File: src/sv/ntp_seconds_to_local_date_dst_core_defines.svh
// ----------------------------------------------------------------------------
// ntp_seconds_to_local_date_dst_core_defines.svh
// Assertion macros shared by the calendar conversion core.
// ----------------------------------------------------------------------------
`ifndef NTP_SECONDS_TO_LOCAL_DATE_DST_CORE_DEFINES_SVH
`define NTP_SECONDS_TO_LOCAL_DATE_DST_CORE_DEFINES_SVH
`ifndef SYNTHESIS
// property that must hold at every clock edge out of reset
`define NTPLD_ASSERT(lbl, prop, msg) \
    lbl: assert property (@(posedge aclk) disable iff (!aresetn) (prop)) else $error(msg);
// condition that must never be seen out of reset
`define NTPLD_NEVER(lbl, cond, msg) \
    lbl: assert property (@(posedge aclk) disable iff (!aresetn) !(cond)) else $error(msg);
`else
`define NTPLD_ASSERT(lbl, prop, msg)
`define NTPLD_NEVER(lbl, cond, msg)
`endif
`endif

File: src/sv/ntpld_pkg.sv
// ----------------------------------------------------------------------------
// ntpld_pkg
// Types and constants shared by the calendar conversion controller,
// datapath and top level.
// ----------------------------------------------------------------------------
package ntpld_pkg;

    localparam int IN_TDATA_W  = 32;
    localparam int OUT_TDATA_W = 48;
    localparam int CFG_DATA_W  = 5;

    localparam logic [10:0] YEAR_BASE      = 11'd1900;
    localparam logic [31:0] SECS_PER_DAY   = 32'd86400;
    localparam logic [16:0] SECS_PER_HOUR  = 17'd3600;
    localparam logic [11:0] SECS_PER_MIN   = 12'd60;
    localparam logic [15:0] DAYS_PER_WEEK  = 16'd7;
    localparam logic [3:0]  MONTH_DEC      = 4'd11;

    // reciprocals for the constant divisions, each exact over its input range
    // days:    (secs >> 7) * RECIP_DAY >> 35, 25-bit operand, divides by 675
    // weekday: days * RECIP_WEEK >> 19, 16-bit operand, divides by 7
    // hours:   (sod >> 4) * RECIP_HOUR >> 21, 13-bit operand, divides by 225
    // minutes: (soh >> 2) * RECIP_MIN >> 14, 10-bit operand, divides by 15
    localparam logic [25:0] RECIP_DAY  = 26'd50903317;
    localparam logic [16:0] RECIP_WEEK = 17'd74899;
    localparam logic [13:0] RECIP_HOUR = 14'd9321;
    localparam logic [10:0] RECIP_MIN  = 11'd1093;

    // configuration register indexes
    typedef enum logic [0:0] {
        CFG_UTC_OFFSET = 1'b0,
        CFG_DST_ENABLE = 1'b1
    } cfg_index_t;

    // controller states
    typedef enum logic [3:0] {
        S_IDLE,
        S_ADD,
        S_DIV_DAY,
        S_TAKE_DAY,
        S_DIV_WD,
        S_TAKE_WD,
        S_DIV_HR,
        S_TAKE_HR,
        S_DIV_MIN,
        S_TAKE_MIN,
        S_YEAR,
        S_MONTH,
        S_EMIT
    } state_t;

    // datapath commands
    typedef enum logic [3:0] {
        CMD_NONE,
        CMD_CAPTURE,
        CMD_ADD,
        CMD_DIV_DAY,
        CMD_TAKE_DAY,
        CMD_DIV_WD,
        CMD_TAKE_WD,
        CMD_DIV_HR,
        CMD_TAKE_HR,
        CMD_DIV_MIN,
        CMD_TAKE_MIN,
        CMD_YEAR_STEP,
        CMD_MONTH_STEP,
        CMD_EMIT
    } dp_cmd_t;

    // datapath status back to the controller
    typedef struct packed {
        logic year_done;
        logic month_done;
        logic out_busy;
    } dp_status_t;

endpackage

File: src/sv/ntpld_ctrl.sv
// ----------------------------------------------------------------------------
// ntpld_ctrl
// Sequencer for the conversion: offset add, four reciprocal divisions with
// their remainders, year and month stepping, then hand-off to the output
// register.
// ----------------------------------------------------------------------------
module ntpld_ctrl
    import ntpld_pkg::*;
(
    input  logic       aclk,
    input  logic       aresetn,
    input  logic       in_valid,
    output logic       in_ready,
    input  dp_status_t status,
    output dp_cmd_t    cmd
);

    state_t state_reg, state_next;

    // hold state
    always_ff @(posedge aclk) begin
        if (!aresetn) begin
            state_reg <= S_IDLE;
        end else begin
            state_reg <= state_next;
        end
    end

    // next state and commands
    always_comb begin
        state_next = state_reg;
        cmd        = CMD_NONE;
        in_ready   = 1'b0;
        case (state_reg)
            S_IDLE: begin
                in_ready = 1'b1;
                if (in_valid) begin
                    cmd        = CMD_CAPTURE;
                    state_next = S_ADD;
                end
            end
            S_ADD: begin
                cmd        = CMD_ADD;
                state_next = S_DIV_DAY;
            end
            S_DIV_DAY: begin
                cmd        = CMD_DIV_DAY;
                state_next = S_TAKE_DAY;
            end
            S_TAKE_DAY: begin
                cmd        = CMD_TAKE_DAY;
                state_next = S_DIV_WD;
            end
            S_DIV_WD: begin
                cmd        = CMD_DIV_WD;
                state_next = S_TAKE_WD;
            end
            S_TAKE_WD: begin
                cmd        = CMD_TAKE_WD;
                state_next = S_DIV_HR;
            end
            S_DIV_HR: begin
                cmd        = CMD_DIV_HR;
                state_next = S_TAKE_HR;
            end
            S_TAKE_HR: begin
                cmd        = CMD_TAKE_HR;
                state_next = S_DIV_MIN;
            end
            S_DIV_MIN: begin
                cmd        = CMD_DIV_MIN;
                state_next = S_TAKE_MIN;
            end
            S_TAKE_MIN: begin
                cmd        = CMD_TAKE_MIN;
                state_next = S_YEAR;
            end
            S_YEAR: begin
                if (status.year_done) begin
                    state_next = S_MONTH;
                end else begin
                    cmd = CMD_YEAR_STEP;
                end
            end
            S_MONTH: begin
                if (status.month_done) begin
                    state_next = S_EMIT;
                end else begin
                    cmd = CMD_MONTH_STEP;
                end
            end
            S_EMIT: begin
                // wait for the output register to free up
                if (!status.out_busy) begin
                    cmd        = CMD_EMIT;
                    state_next = S_IDLE;
                end
            end
            default: begin
                state_next = S_IDLE;
            end
        endcase
    end

endmodule

File: src/sv/ntpld_datapath.sv
// ----------------------------------------------------------------------------
// ntpld_datapath
// Configuration, summer flag, offset multiply, reciprocal-multiply splits
// of the local seconds, year and month stepping, and the output register.
// ----------------------------------------------------------------------------
module ntpld_datapath
    import ntpld_pkg::*;
(
    input  logic                   aclk,
    input  logic                   aresetn,
    input  logic                   cfg_we,
    input  cfg_index_t             cfg_index,
    input  logic [CFG_DATA_W-1:0]  cfg_wdata,
    input  logic [IN_TDATA_W-1:0]  in_data,
    input  dp_cmd_t                cmd,
    output dp_status_t             status,
    output logic                   out_valid,
    input  logic                   out_ready,
    output logic [OUT_TDATA_W-1:0] out_data
);

    // leap rule, valid for the reachable years 1900..2036
    function automatic logic leap_year(input logic [10:0] y);
        leap_year = (y[1:0] == 2'b00) && (y != YEAR_BASE);
    endfunction

    function automatic logic [4:0] month_len(input logic [3:0] m, input logic leap);
        case (m)
            4'd1:    month_len = leap ? 5'd29 : 5'd28;
            4'd3, 4'd5, 4'd8, 4'd10: month_len = 5'd30;
            default: month_len = 5'd31;
        endcase
    endfunction

    // EU summer rule at day granularity; month 1..12, weekday 1..7
    function automatic logic eu_summer(input logic [3:0] m, input logic [4:0] d,
                                       input logic [2:0] wd);
        logic [5:0] left;
        logic       later;
        left  = 6'd31 - {1'b0, d};
        later = (left + {3'b000, wd}) >= 6'd7;
        if (m == 4'd3 || m == 4'd10) begin
            if (left >= 6'd7)       eu_summer = (m == 4'd10);
            else if (wd == 3'd7)    eu_summer = (m == 4'd3);
            else if (m == 4'd3)     eu_summer = !later;
            else                    eu_summer = later;
        end else begin
            eu_summer = (m > 4'd3) && (m < 4'd10);
        end
    endfunction

    // control state
    logic [4:0]  offset_reg, offset_next;
    logic        dst_en_reg, dst_en_next;
    logic        summer_reg, summer_next;
    logic        valid_reg, valid_next;
    // payload
    logic [31:0] utc_reg, utc_next;
    logic signed [17:0] prod_reg, prod_next;
    logic [31:0] dvd_reg, dvd_next;
    logic [15:0] quo_reg, quo_next;
    logic [16:0] sod_reg, sod_next;
    logic [11:0] soh_reg, soh_next;
    logic [15:0] days_reg, days_next;
    logic [2:0]  wd_reg, wd_next;
    logic [4:0]  hours_reg, hours_next;
    logic [5:0]  min_reg, min_next;
    logic [5:0]  sec_reg, sec_next;
    logic [10:0] year_reg, year_next;
    logic [3:0]  mon_reg, mon_next;
    logic [OUT_TDATA_W-1:0] out_reg, out_next;

    logic signed [17:0] off_ext;
    logic [31:0] local_sum;
    logic [50:0] day_prod;
    logic [32:0] wk_prod;
    logic [26:0] hr_prod;
    logic [20:0] mn_prod;
    logic [31:0] day_rem;
    logic [15:0] wk_rem;
    logic [16:0] hr_rem;
    logic [11:0] mn_rem;
    logic        leap;
    logic [8:0]  ylen;
    logic [4:0]  mlen;
    logic [3:0]  mon_out;
    logic [4:0]  day_out;
    logic        summer_new;

    // reciprocal quotients, remainders, year and month lengths
    always_comb begin
        off_ext   = 18'(signed'(offset_reg)) + 18'(summer_reg);
        local_sum = utc_reg + {{14{prod_reg[17]}}, prod_reg};
        day_prod  = 51'(dvd_reg[31:7]) * 51'(RECIP_DAY);
        wk_prod   = 33'(days_reg) * 33'(RECIP_WEEK);
        hr_prod   = 27'(sod_reg[16:4]) * 27'(RECIP_HOUR);
        mn_prod   = 21'(soh_reg[11:2]) * 21'(RECIP_MIN);
        day_rem   = dvd_reg - 32'(quo_reg) * SECS_PER_DAY;
        wk_rem    = days_reg - quo_reg * DAYS_PER_WEEK;
        hr_rem    = sod_reg - 17'(quo_reg) * SECS_PER_HOUR;
        mn_rem    = soh_reg - 12'(quo_reg) * SECS_PER_MIN;
        leap      = leap_year(year_reg);
        ylen      = leap ? 9'd366 : 9'd365;
        mlen      = month_len(mon_reg, leap);
        mon_out   = mon_reg + 4'd1;
        day_out   = days_reg[4:0] + 5'd1;
        summer_new = dst_en_reg ? eu_summer(mon_out, day_out, wd_reg) : summer_reg;
    end

    assign status.year_done  = days_reg < {7'd0, ylen};
    assign status.month_done = (days_reg < {11'd0, mlen}) || (mon_reg == MONTH_DEC);
    assign status.out_busy   = valid_reg && !out_ready;

    // next-state logic
    always_comb begin
        offset_next = offset_reg;
        dst_en_next = dst_en_reg;
        summer_next = summer_reg;
        valid_next  = valid_reg && !out_ready;
        utc_next    = utc_reg;
        prod_next   = prod_reg;
        dvd_next    = dvd_reg;
        quo_next    = quo_reg;
        sod_next    = sod_reg;
        soh_next    = soh_reg;
        days_next   = days_reg;
        wd_next     = wd_reg;
        hours_next  = hours_reg;
        min_next    = min_reg;
        sec_next    = sec_reg;
        year_next   = year_reg;
        mon_next    = mon_reg;
        out_next    = out_reg;

        // take configuration writes
        if (cfg_we) begin
            case (cfg_index)
                CFG_UTC_OFFSET: offset_next = cfg_wdata;
                CFG_DST_ENABLE: dst_en_next = cfg_wdata[0];
                default: ;
            endcase
        end

        case (cmd)
            CMD_CAPTURE: begin
                utc_next  = in_data;
                prod_next = off_ext * 18'sd3600;
            end
            CMD_ADD: begin
                dvd_next = local_sum;
            end
            CMD_DIV_DAY: begin
                quo_next = day_prod[50:35];
            end
            CMD_TAKE_DAY: begin
                days_next = quo_reg;
                sod_next  = day_rem[16:0];
            end
            CMD_DIV_WD: begin
                quo_next = {2'd0, wk_prod[32:19]};
            end
            CMD_TAKE_WD: begin
                wd_next   = wk_rem[2:0] + 3'd1;
                year_next = YEAR_BASE;
            end
            CMD_DIV_HR: begin
                quo_next = {10'd0, hr_prod[26:21]};
            end
            CMD_TAKE_HR: begin
                hours_next = quo_reg[4:0];
                soh_next   = hr_rem[11:0];
            end
            CMD_DIV_MIN: begin
                quo_next = {9'd0, mn_prod[20:14]};
            end
            CMD_TAKE_MIN: begin
                min_next = quo_reg[5:0];
                sec_next = mn_rem[5:0];
                mon_next = '0;
            end
            CMD_YEAR_STEP: begin
                days_next = days_reg - {7'd0, ylen};
                year_next = year_reg + 11'd1;
            end
            CMD_MONTH_STEP: begin
                days_next = days_reg - {11'd0, mlen};
                mon_next  = mon_reg + 4'd1;
            end
            CMD_EMIT: begin
                summer_next = summer_new;
                valid_next  = 1'b1;
                out_next    = {7'd0, summer_new, sec_reg, min_reg, hours_reg,
                               wd_reg, day_out, mon_out, year_reg};
            end
            default: ;
        endcase
    end

    // control registers
    always_ff @(posedge aclk) begin
        if (!aresetn) begin
            offset_reg <= '0;
            dst_en_reg <= 1'b0;
            summer_reg <= 1'b0;
            valid_reg  <= 1'b0;
        end else begin
            offset_reg <= offset_next;
            dst_en_reg <= dst_en_next;
            summer_reg <= summer_next;
            valid_reg  <= valid_next;
        end
    end

    // payload registers
    always_ff @(posedge aclk) begin
        utc_reg   <= utc_next;
        prod_reg  <= prod_next;
        dvd_reg   <= dvd_next;
        quo_reg   <= quo_next;
        sod_reg   <= sod_next;
        soh_reg   <= soh_next;
        days_reg  <= days_next;
        wd_reg    <= wd_next;
        hours_reg <= hours_next;
        min_reg   <= min_next;
        sec_reg   <= sec_next;
        year_reg  <= year_next;
        mon_reg   <= mon_next;
        out_reg   <= out_next;
    end

    assign out_valid = valid_reg;
    assign out_data  = out_reg;

endmodule

File: src/sv/ntp_seconds_to_local_date_dst_core.sv
// ----------------------------------------------------------------------------
// ntp_seconds_to_local_date_dst_core
// UTC seconds since 1900 to local calendar date and time with EU summer time.
// ----------------------------------------------------------------------------
// Usage:
//   s_axis: one item per conversion, tdata = UTC seconds since 1 Jan 1900.
//   m_axis: one result item per input item, local date and time fields.
//   cfg: plain write port, index 0 zone offset (signed hours), index 1 DST
//   enable; write only while no conversion is in flight.
// Conversion steps:
//   The local seconds are split by reciprocal multiplication into days,
//   weekday, hours and minutes (a multiply step and a remainder step
//   each), then one year and one month are stepped per cycle. The next
//   item is taken on the cycle after the current one has been handed to
//   the output register.
// Reset:
//   aresetn clears the zone offset, DST enable, summer flag and output
//   valid; the block is ready for an item on the first cycle after reset.
// Stall:
//   The result holds in the output register while m_axis_tready is low;
//   a new item is accepted and converted meanwhile, and waits for the slot.
// ----------------------------------------------------------------------------
`include "ntp_seconds_to_local_date_dst_core_defines.svh"

module ntp_seconds_to_local_date_dst_core
    import ntpld_pkg::*;
(
    input  logic                   aclk,
    input  logic                   aresetn,
    // configuration
    input  logic                   cfg_we,
    input  logic                   cfg_index,
    input  logic [CFG_DATA_W-1:0]  cfg_wdata,
    // input channel
    input  logic                   s_axis_tvalid,
    output logic                   s_axis_tready,
    input  logic [IN_TDATA_W-1:0]  s_axis_tdata,  // [31:0] utc_seconds
    // result channel
    output logic                   m_axis_tvalid,
    input  logic                   m_axis_tready,
    // [10:0] year, [14:11] month, [19:15] day, [22:20] weekday,
    // [27:23] hours, [33:28] minutes, [39:34] seconds_of_minute,
    // [40] summer_now, [47:41] zero
    output logic [OUT_TDATA_W-1:0] m_axis_tdata
);

    dp_cmd_t    cmd;
    dp_status_t status;
    logic       in_accept;
    logic       month_bad;

    ntpld_ctrl u_ctrl (
        .aclk     (aclk),
        .aresetn  (aresetn),
        .in_valid (s_axis_tvalid),
        .in_ready (s_axis_tready),
        .status   (status),
        .cmd      (cmd)
    );

    ntpld_datapath u_datapath (
        .aclk      (aclk),
        .aresetn   (aresetn),
        .cfg_we    (cfg_we),
        .cfg_index (cfg_index_t'(cfg_index)),
        .cfg_wdata (cfg_wdata),
        .in_data   (s_axis_tdata),
        .cmd       (cmd),
        .status    (status),
        .out_valid (m_axis_tvalid),
        .out_ready (m_axis_tready),
        .out_data  (m_axis_tdata)
    );

    assign in_accept = s_axis_tvalid && s_axis_tready;
    assign month_bad = (m_axis_tdata[14:11] == 4'd0) || (m_axis_tdata[14:11] > 4'd12);

    // one item at a time: no accept on the cycle after an accept
    `NTPLD_ASSERT(a_single_item, in_accept |=> !s_axis_tready, "item accepted while busy")
    // result month in 1..12
    `NTPLD_NEVER(a_month_range, m_axis_tvalid && month_bad, "month out of range")
    // result weekday in 1..7
    `NTPLD_NEVER(a_weekday_range, m_axis_tvalid && m_axis_tdata[22:20] == 3'd0, "weekday zero")

endmodule
File: config.mk
export PLATFORM = sky130hd
export DESIGN_NAME = ntp_seconds_to_local_date_dst_core
export DESIGN_NICKNAME = d
export VERILOG_FILES = /design/src/sv/ntpld_pkg.sv /design/src/sv/ntpld_ctrl.sv /design/src/sv/ntpld_datapath.sv /design/src/sv/ntp_seconds_to_local_date_dst_core.sv
export VERILOG_INCLUDE_DIRS = /design/src /design/src/sv
export SDC_FILE = /design/constraint.sdc
export NUM_CORES = 1
export LEC_CHECK = 0
export BUFFER_PORTS_ARGS = -buffer_cell sky130_fd_sc_hd__clkbuf_2
export CORE_MARGIN = 2
export CORE_UTILIZATION = 62
export CTS_CLUSTER_DIAMETER = 80
export DETAILED_ROUTE_END_ITERATION = 8
export PLACE_DENSITY = 0.78
export SETUP_SLACK_MARGIN = 0.15
export SYNTH_ARGS = -nofsm -noshare
export SYNTH_HDL_FRONTEND = slang
export SYNTH_SLANG_ARGS = --single-unit
File: constraint.sdc
create_clock -name aclk -period 10.35 [get_ports aclk]
set_input_delay 1.5525 -clock aclk [delete_from_list [all_inputs] [get_ports aclk]]
set_output_delay 1.5525 -clock aclk [all_outputs]
set_load 0.1 [all_outputs]
# == Word level (Yosys, flattened, before mapping) ==
# Index checks and enable logic that the tools add are counted.
# op_classes
bitwise_logic,1
n_lt_le_gt_ge,6
multipliers,9
reduce_logical,17
mux,24
addsub,14
eq_ne,39
# op_table
operator,n
4-bit one-hot mux with 13 select lines,2
16-bit one-hot mux with 4 select lines,1
"4-bit equality test, second input constant",15
"25-bit by 26-bit multiplier with 51-bit output, second input constant",1
16-bit one-hot mux with 3 select lines,1
"4-bit by 3-bit equality test with 1-bit output, second input constant",9
"16-bit by 17-bit multiplier with 33-bit output, second input constant",1
32-bit adder,1
4-bit 2-to-1 mux,7
"13-bit by 14-bit multiplier with 27-bit output, second input constant",1
"4-bit by 2-bit equality test with 1-bit output, second input constant",6
11-bit one-hot mux with 2 select lines,1
"10-bit by 11-bit multiplier with 21-bit output, second input constant",1
"18-bit by 9-bit multiplier with 14-bit output, second input constant",1
17-bit subtractor,1
16-bit by 5-bit less-than comparator with 1-bit output,1
16-bit by 9-bit less-than comparator with 1-bit output,1
"16-bit by 10-bit multiplier with 10-bit output, second input constant",1
"16-bit by 3-bit multiplier with 3-bit output, second input constant",1
"16-bit by 8-bit multiplier with 8-bit output, second input constant",1
16-bit by 5-bit subtractor with 16-bit output,1
16-bit by 9-bit subtractor with 16-bit output,1
"4-bit by 1-bit equality test with 1-bit output, second input constant",3
"6-bit by 3-bit greater-or-equal comparator with 1-bit output, second input constant",2
32 further kinds,49
# word_totals
in_bits,43
out_inout_bits,50
ff_bits,227
elab_cells,129

# == Logic depth before layout (Yosys ltp) ==
# Gate-level depths: netlist of the first run.
# logic_depth
word_depth,10
depth_mapped,25
ltp_nobuf,25

# == By module ==
# From an unflattened synthesis of the first run, not the netlist that was laid out.
# unflattened
hier_cells,2664
hier_area_um2,28561.1
# modules_own_cells
mod,area_each_um2,seq_area_each_um2,cells_per_inst,instances
ntpld_datapath,28213.3,6616.3,2616,1
ntpld_ctrl,347.8,80.1,48,1

# == Least setup slack after synthesis of the first run ==
# No wires, ideal clock.
# synth_timing
path_type,flip-flop to flip-flop
start,register u_datapath.dvd_reg[26]
end,"register u_datapath.quo_reg[15], data pin"
period_less_slack_ns,6.411
setup_ns,0.268
setup_slack_ns,3.939
required_time_ns,10.082
stages_incl_launch_ff,22
t_arrival_ns,6.143
path_buffers,0
cell_sequence,edfxtp_1 fa_1 ha_1 inv_1 fa_1 fa_1 inv_1 fa_1 inv_1 fa_1 inv_1 fa_1 ha_1 nand4_2 or3_4 a2111oi_4 o211a_1 nor2_1 o31a_1 o2111a_1 nor3_1 nor3_2
# synth_between
elab_chain_cells,2
# synth_rtl
element,line_no,source
"start, declared",ntpld_datapath.sv:60,"logic [31:0] dvd_reg, dvd_next;"
"start signal, assigned",ntpld_datapath.sv:218,dvd_reg <= dvd_next;
25-bit by 26-bit multiplier with 51-bit output,ntpld_datapath.sv:94,day_prod = 51'(dvd_reg[31:7]) * 51'(RECIP_DAY);
16-bit one-hot mux with 4 select lines,ntpld_datapath.sv:144,case (cmd)
named net u_datapath.quo_next[15],ntpld_datapath.sv:61,"logic [15:0] quo_reg, quo_next;"
"end signal, assigned",ntpld_datapath.sv:219,quo_reg <= quo_next;
"end, declared",ntpld_datapath.sv:61,
# The timed path passes the listed nets, and every way through them passes these cells.
# A chain may end at the register's enable or synchronous reset.

# == Final worst setup path of the first run ==
# layout_timing
start,register u_datapath.dvd_reg[20]
end,"register u_datapath.quo_reg[15], data pin"
# Same word-level chain as after synthesis.

==> out/qor.csv, run 1 <==
metric,value,unit
antenna violations before repair,0,
CTS Buffer Depth,3,
TritonCTS Buffers,25,
"reg-to-reg slack, setup",3.46,ns
WL final,62600,microns
core area,0.0452,sq mm
# rows,78,
Worst Path Buf+Inv,4,
post-route setup TNS,0,ns
Hold Path Class,reg -> reg,
post-synthesis sequential area ratio,0.237,
1st-iter DRT viols,965,
outcome,finished clean,
Worst Path Arrival,7.18,ns
"Max stage delay cell, worst path",edfxtp_1,
"commonest non-fill, non-tap cell in the layout",ha_1,
CP Max Fanout,8,
Largest register FFs,41,
Die H,218,microns
most frequent cells in the layout,"ha_1, inv_1, fa_1",
die area,0.0474,sq mm
Syn Inst Count,2614,
Die Wd,218,microns
fmax,145,MHz
Initial Util,0.626,
post-layout net count,3710,
GRT Overall Usage,0.279,
"Distinct cells, synth",73,
top cell type's share of synthesized area,0.295,
Post-DP HPWL,52900,microns
startpoint types,flop,
warnings from Yosys,0,
Crit. Startpoint,u_datapath.dvd_reg[20],
RSZ-0062 raised after global routing,no,
Root Driver,clkbuf_16,
crit path kind,reg -> reg,
area grow syn2layout,6.96,%
Post-Syn Area per Cell,10.8,sq um
"flops & latches, synth",227,
vias in the first global route,20300,
hold buffer count at CTS,0,
Setup Skew,0.0117,ns
FF-to-FF path depth,21,
Post-CTS Resized,0,
Ant. Diodes,0,
clock latency on the worst-skew pair,0.55,ns
vias per cell,5.62,
Antenna Nets Post-Route,0,
RR Startpoint,u_datapath.dvd_reg[20],
Max Slew Vio Count,0,
Vias,18800,
"Setup violations, final",0,
H-tree lvl count,1,
routed length per instance,18.8,microns
period utilization,0.665,
min Tclk post-route,6.89,ns
maxcap violations,0,
"CP delay by family, top",adder cells,
CP required,10.64,ns
Final GP Congestion,0.956,
# clock sinks,227,
IO Port Bufs,85,
Main synth FF type,edfxtp_1,
Post-route DRC,0,
"slowest stage delay, CP",0.63,ns
largest net degree at the start of global routing,47,
CP Cell Sequence,fa_1 -> inv_1 -> fa_1 -> inv_1 -> ha_1 -> fa_1 -> fa_1 -> fa_1 -> inv_1 -> fa_1 -> inv_1 -> ha_1 -> and3_1 -> o21ai_0 -> a2111oi_4 -> o211a_1 -> nor2_1 -> o31a_1 -> o2111a_1 -> nor3_1 -> nor3_2,
Post-synth EDFFs,215,
Rel. slew slack,0.196,
I/O pin cnt,93,
synth top area cells,"ha_1, edfxtp_1, fa_1",
CP Depth,21,
TritonCTS clock tree,done,
grt ovf,0,
Pre-Repair DR Iteration Count,6,
Worst setup EP type,flop,
async set-reset flop share out of synthesis,0,
proportion of layout cells with a drive suffix above 1,0.0610,
"Hold Vio Cnt, Final",0,
Worst Max-Slew Pin Slew,1.20,ns
first-pass GRT wire length,104000,microns
Crit Reg-Reg Endpoint,u_datapath.quo_reg[15],
Mapped Area,0.0283,sq mm
cell mode on critical path,fa_1,
Post-CTS Setup Bufs,0,
cell taking the most area after synthesis,ha_1,
clk slew on worst S/H paths,0.07,ns
CP endpoint,u_datapath.quo_reg[15],
## per-stage QoR
stage                      util  hold WS, ns  setup WS (ns)  cells  area [sq um]
after floorplan               -        0.400           3.94   2620         28300
after global placement    0.652        0.402           3.61   3290         29500
after detailed placement  0.652        0.405           3.51   3290         29500
after CTS                 0.670        0.416           3.48   3336         30300
after global routing      0.670        0.417           3.03   3336         30300
final                     0.670        0.415           3.46   3336         30300
## final cells by class
class,instances,area (sq um)
Clock buffer,29,641
Clock inverter,17,158
Fill cell,3445,14900
Inverter,618,2320
Multi-Input combinational cell,1750,19200
Sequential cell,227,6700
Tap cell,600,751
Timing Repair Buffer,95,500
## synthesized netlist by cell type (20+ instances only)
cell type	number
a21o_1	38
a21oi_1	90
edfxtp_1	215
fa_1	282
ha_1	668
inv_1	618
nand2_1	66
nand3_1	30
nor2_1	67
nor2b_1	26
nor3_1	31
o21a_1	20
o21ai_0	56
xnor2_1	84
xor2_1	46
## per-layer routing
layer / up-vias / share of wire / track usage
met4: 0 / 0.028 / 0.0749
met1: 9220 / 0.42 / 0.350
li1: 8973 / - / -
met5: - / 0 / 0
met3: 123 / 0.043 / 0.0286
met2: 448 / 0.51 / 0.510
## cell families after synthesis
group | share of synthesized area
adder cells (fa/ha/maj) | 0.495
buffers and inverters | 0.0862
AO/OA/AOI/OAI | 0.0824
AND/OR/NAND/NOR | 0.0573
flip-flops | 0.237
XOR/XNOR | 0.0402
multiplexers | 0.00212
other | 0.000133
## how the worst min path moves through the flow
| stage | endpoint | cells after the start | start | slack [ns] |
|---|---|---|---|---|
| finish | u_datapath.sod_reg[4] | 0 | u_datapath.dvd_reg[4] | 0.41 |
| global route | u_datapath.sod_reg[4] | 0 | u_datapath.dvd_reg[4] | 0.42 |
| CTS | u_datapath.sod_reg[4] | 0 | u_datapath.dvd_reg[4] | 0.42 |
| detailed placement | u_datapath.out_data[26] | 0 | u_datapath.hours_reg[3] | 0.40 |
| global placement | u_datapath.sod_reg[1] | 0 | u_datapath.dvd_reg[1] | 0.40 |
| floorplan | u_datapath.dvd_reg[0] | 0 | u_datapath.utc_reg[0] | 0.40 |
Power of run 1 is not shown: default switching activity piles up to over one toggle a cycle in this logic, so the estimate is an artifact.
==> inputs of run 2 (changes only) <==
ABC_AREA = 1   (was unset)
PLACE_DENSITY = 0.77   (was 0.78)
clock period = 6.6 ns   (was 10.35 ns; I/O delays follow)
==> run 2 against run 1 <==
Compared with the run above: maximum frequency rose by 13%; clock skew is 0.0059 ns higher; synthesized cell count increased by 45%; hold slack gained 0.0040 ns; design area increased by 15%; first-iteration DRC count up 70%.
==> out/qor.csv, run 2 <==
metric,value,unit
outcome,finished clean,
min Tclk post-route,6.11,ns
routed length per instance,17.8,microns
core area,0.0515,sq mm
post-layout net count,4923,
Antenna Nets Post-Route,0,
WL final,82500,microns
worst slack at placement,0.535,ns
RSZ-0062 raised after global routing,no,
Layout fillers,4328,
crit path kind,reg -> reg,
synth top area cells,"ha_1, edfxtp_1, fa_1",
TritonCTS Buffers,26,
FF-to-FF path depth,24,
most frequent cells in the layout,"inv_1, nand2_1, ha_1",
vias per cell,5.43,
CP Depth,24,
Multi-input gate area,0.0222,sq mm
TritonCTS clock tree,done,
area grow syn2layout,6.95,%
cell taking the most area after synthesis,ha_1,
"CP delay by family, top",adder cells,
Main synth FF type,edfxtp_1,
Ant. Diodes,0,
"Hold Vio Cnt, Final",0,
vias in the first global route,25200,
grt ovf,0,
Post-synth top cells,"inv_1, nand2_1, ha_1",
CP Cell Sequence,buf_4 -> fa_1 -> inv_1 -> fa_1 -> inv_1 -> ha_1 -> fa_1 -> inv_1 -> fa_1 -> fa_1 -> inv_1 -> fa_1 -> ha_1 -> nand2_1 -> nor2_1 -> inv_1 -> o21bai_1 -> nand2_1 -> nand2_1 -> nand2_1 -> nand3_1 -> nand2_1 -> nand3_1 -> nand2_1,
Syn Inst Count,3803,
period utilization,0.926,
"Setup violations, final",0,
clk slew on worst S/H paths,0.06,ns
CP Max Fanout,5,
hold depth,0,
Post-Syn Area per Cell,8.52,sq um
Die H,233,microns
grt peak-use layer,met2,
"slowest stage delay, CP",0.55,ns
first-pass GRT wire length,130000,microns
Die Wd,233,microns
"count leader, synth",inv_1,
maxcap violations,0,
sequential cell area,0.00670,sq mm
"Distinct cells, synth",54,
H-tree lvl count,1,
clock latency on the worst-skew pair,0.56,ns
Worst setup EP type,flop,
Vias,25100,
grt met2 use,0.527,
Post-DP HPWL,70800,microns
Rel. slew slack,0.190,
CTS Buffer Depth,3,
Worst Path Buf+Inv,6,
Root Driver,clkbuf_16,
Worst Path Arrival,6.39,ns
I/O pin cnt,93,
"commonest non-fill, non-tap cell in the layout",inv_1,
met3 Usage GRT,0.0442,
CP required,6.88,ns
Final GP Congestion,1.05,
GRT Overall Usage,0.310,
antenna violations before repair,1,
# rows,83,
Post-CTS Resized,0,
largest net degree at the start of global routing,47,
Mapped Area,0.0324,sq mm
Largest register FFs,41,
Hold Path Class,reg -> reg,
# clock sinks,227,
final worst slack,0.491,ns
Pre-Repair DR Iteration Count,8,
GR Util met1,0.406,
post-route setup TNS,0,ns
Max Slew Vio Count,0,
IO Port Bufs,85,
Setup Skew,0.0176,ns
"flops & latches, synth",227,
die area,0.0541,sq mm
top cell type's share of synthesized area,0.258,
"Max stage delay cell, worst path",fa_1,
Post-synth EDFFs,215,
fmax,164,MHz
startpoint types,flop,
async set-reset flop share out of synthesis,0,
proportion of layout cells with a drive suffix above 1,0.0529,
Initial Util,0.629,
Post-route DRC,0,
warnings from Yosys,0,
post-synthesis sequential area ratio,0.207,
Worst Max-Slew Pin Slew,1.21,ns
1st-iter DRT viols,1645,
==> run 2: cell count changes in the layout (fill, tap and decap cells not counted), sizes merged, moves of 49 or more <==
| cell | previous run | this run |
|---|---|---|
| nand2 | 66 | 710 |
| xnor2 | 84 | 27 |
| inv | 620 | 919 |
| a21oi | 90 | 154 |
| nand3 | 30 | 193 |
| o21ai | 56 | 105 |
| nor2 | 67 | 250 |
==> run 2: timing repair <==
| item | CTS | global route |
|---|---|---|
| endpoints found under the setup margin | 0 | 1 |
| buffers inserted | 0 | 3 |
| hold buffers | 0 | 0 |
==> run 2: area by class of cell <==
class | count | area share
Inverter | 919 | 0.0997
Clock inverter | 15 | 0.00505
Clock buffer | 33 | 0.0201
Tap cell | 680 | 0.0245
Multi-Input combinational cell | 2647 | 0.640
Timing Repair Buffer | 109 | 0.0175
Sequential cell | 227 | 0.193
==> run 2: worst paths after layout <==
path                          startpoint               endpoint  slack [ns]
setup / recovery  u_datapath.dvd_reg[12]  u_datapath.quo_reg[7]        0.49
hold / removal     u_datapath.dvd_reg[0]  u_datapath.sod_reg[0]        0.42
setup reg to reg  u_datapath.dvd_reg[12]  u_datapath.quo_reg[7]        0.49
hold reg to reg    u_datapath.dvd_reg[0]  u_datapath.sod_reg[0]        0.42
==> run 2: worst register-to-register path: cells and delay by family (launching register included) <==
kind                     cells  cell delay, ns
adder cells (fa/ha/maj)      8            3.64
flip-flops                   1            0.53
AO/OA/AOI/OAI                1            0.24
AND/OR/NAND/NOR              9            0.93
buffers and inverters        6            0.51
==> run 2: routing by layer <==
metal	vias to the layer above	routed length, microns
met4	0	3420
li1	12300	-
met2	756	38600
met3	175	5100
met1	11900	35400
met5	-	0
==> run 2: kinds of logic after synthesis <==
logic type / after synthesis / share of synthesized area
other: 1 / 0.000116
AND/OR/NAND/NOR: 1270 / 0.170
adder cells (fa/ha/maj): 950 / 0.432
AO/OA/AOI/OAI: 324 / 0.0555
flip-flops: 227 / 0.207
XOR/XNOR: 96 / 0.0259
buffers and inverters: 935 / 0.110
==> run 2: through the flow <==
| stage | hold slack, ns | cells | utilization | area, sq um |
|---|---|---|---|---|
| after global placement | 0.401 | 4579 | 0.656 | 33800 |
| after CTS | 0.419 | 4627 | 0.672 | 34600 |
| after detailed placement | 0.405 | 4579 | 0.656 | 33800 |
| after global routing | 0.429 | 4630 | 0.673 | 34700 |
| after floorplan | 0.400 | 3809 | - | 32400 |
| final | 0.419 | 4630 | 0.673 | 34700 |
Power of run 2 is left out for the same reason.
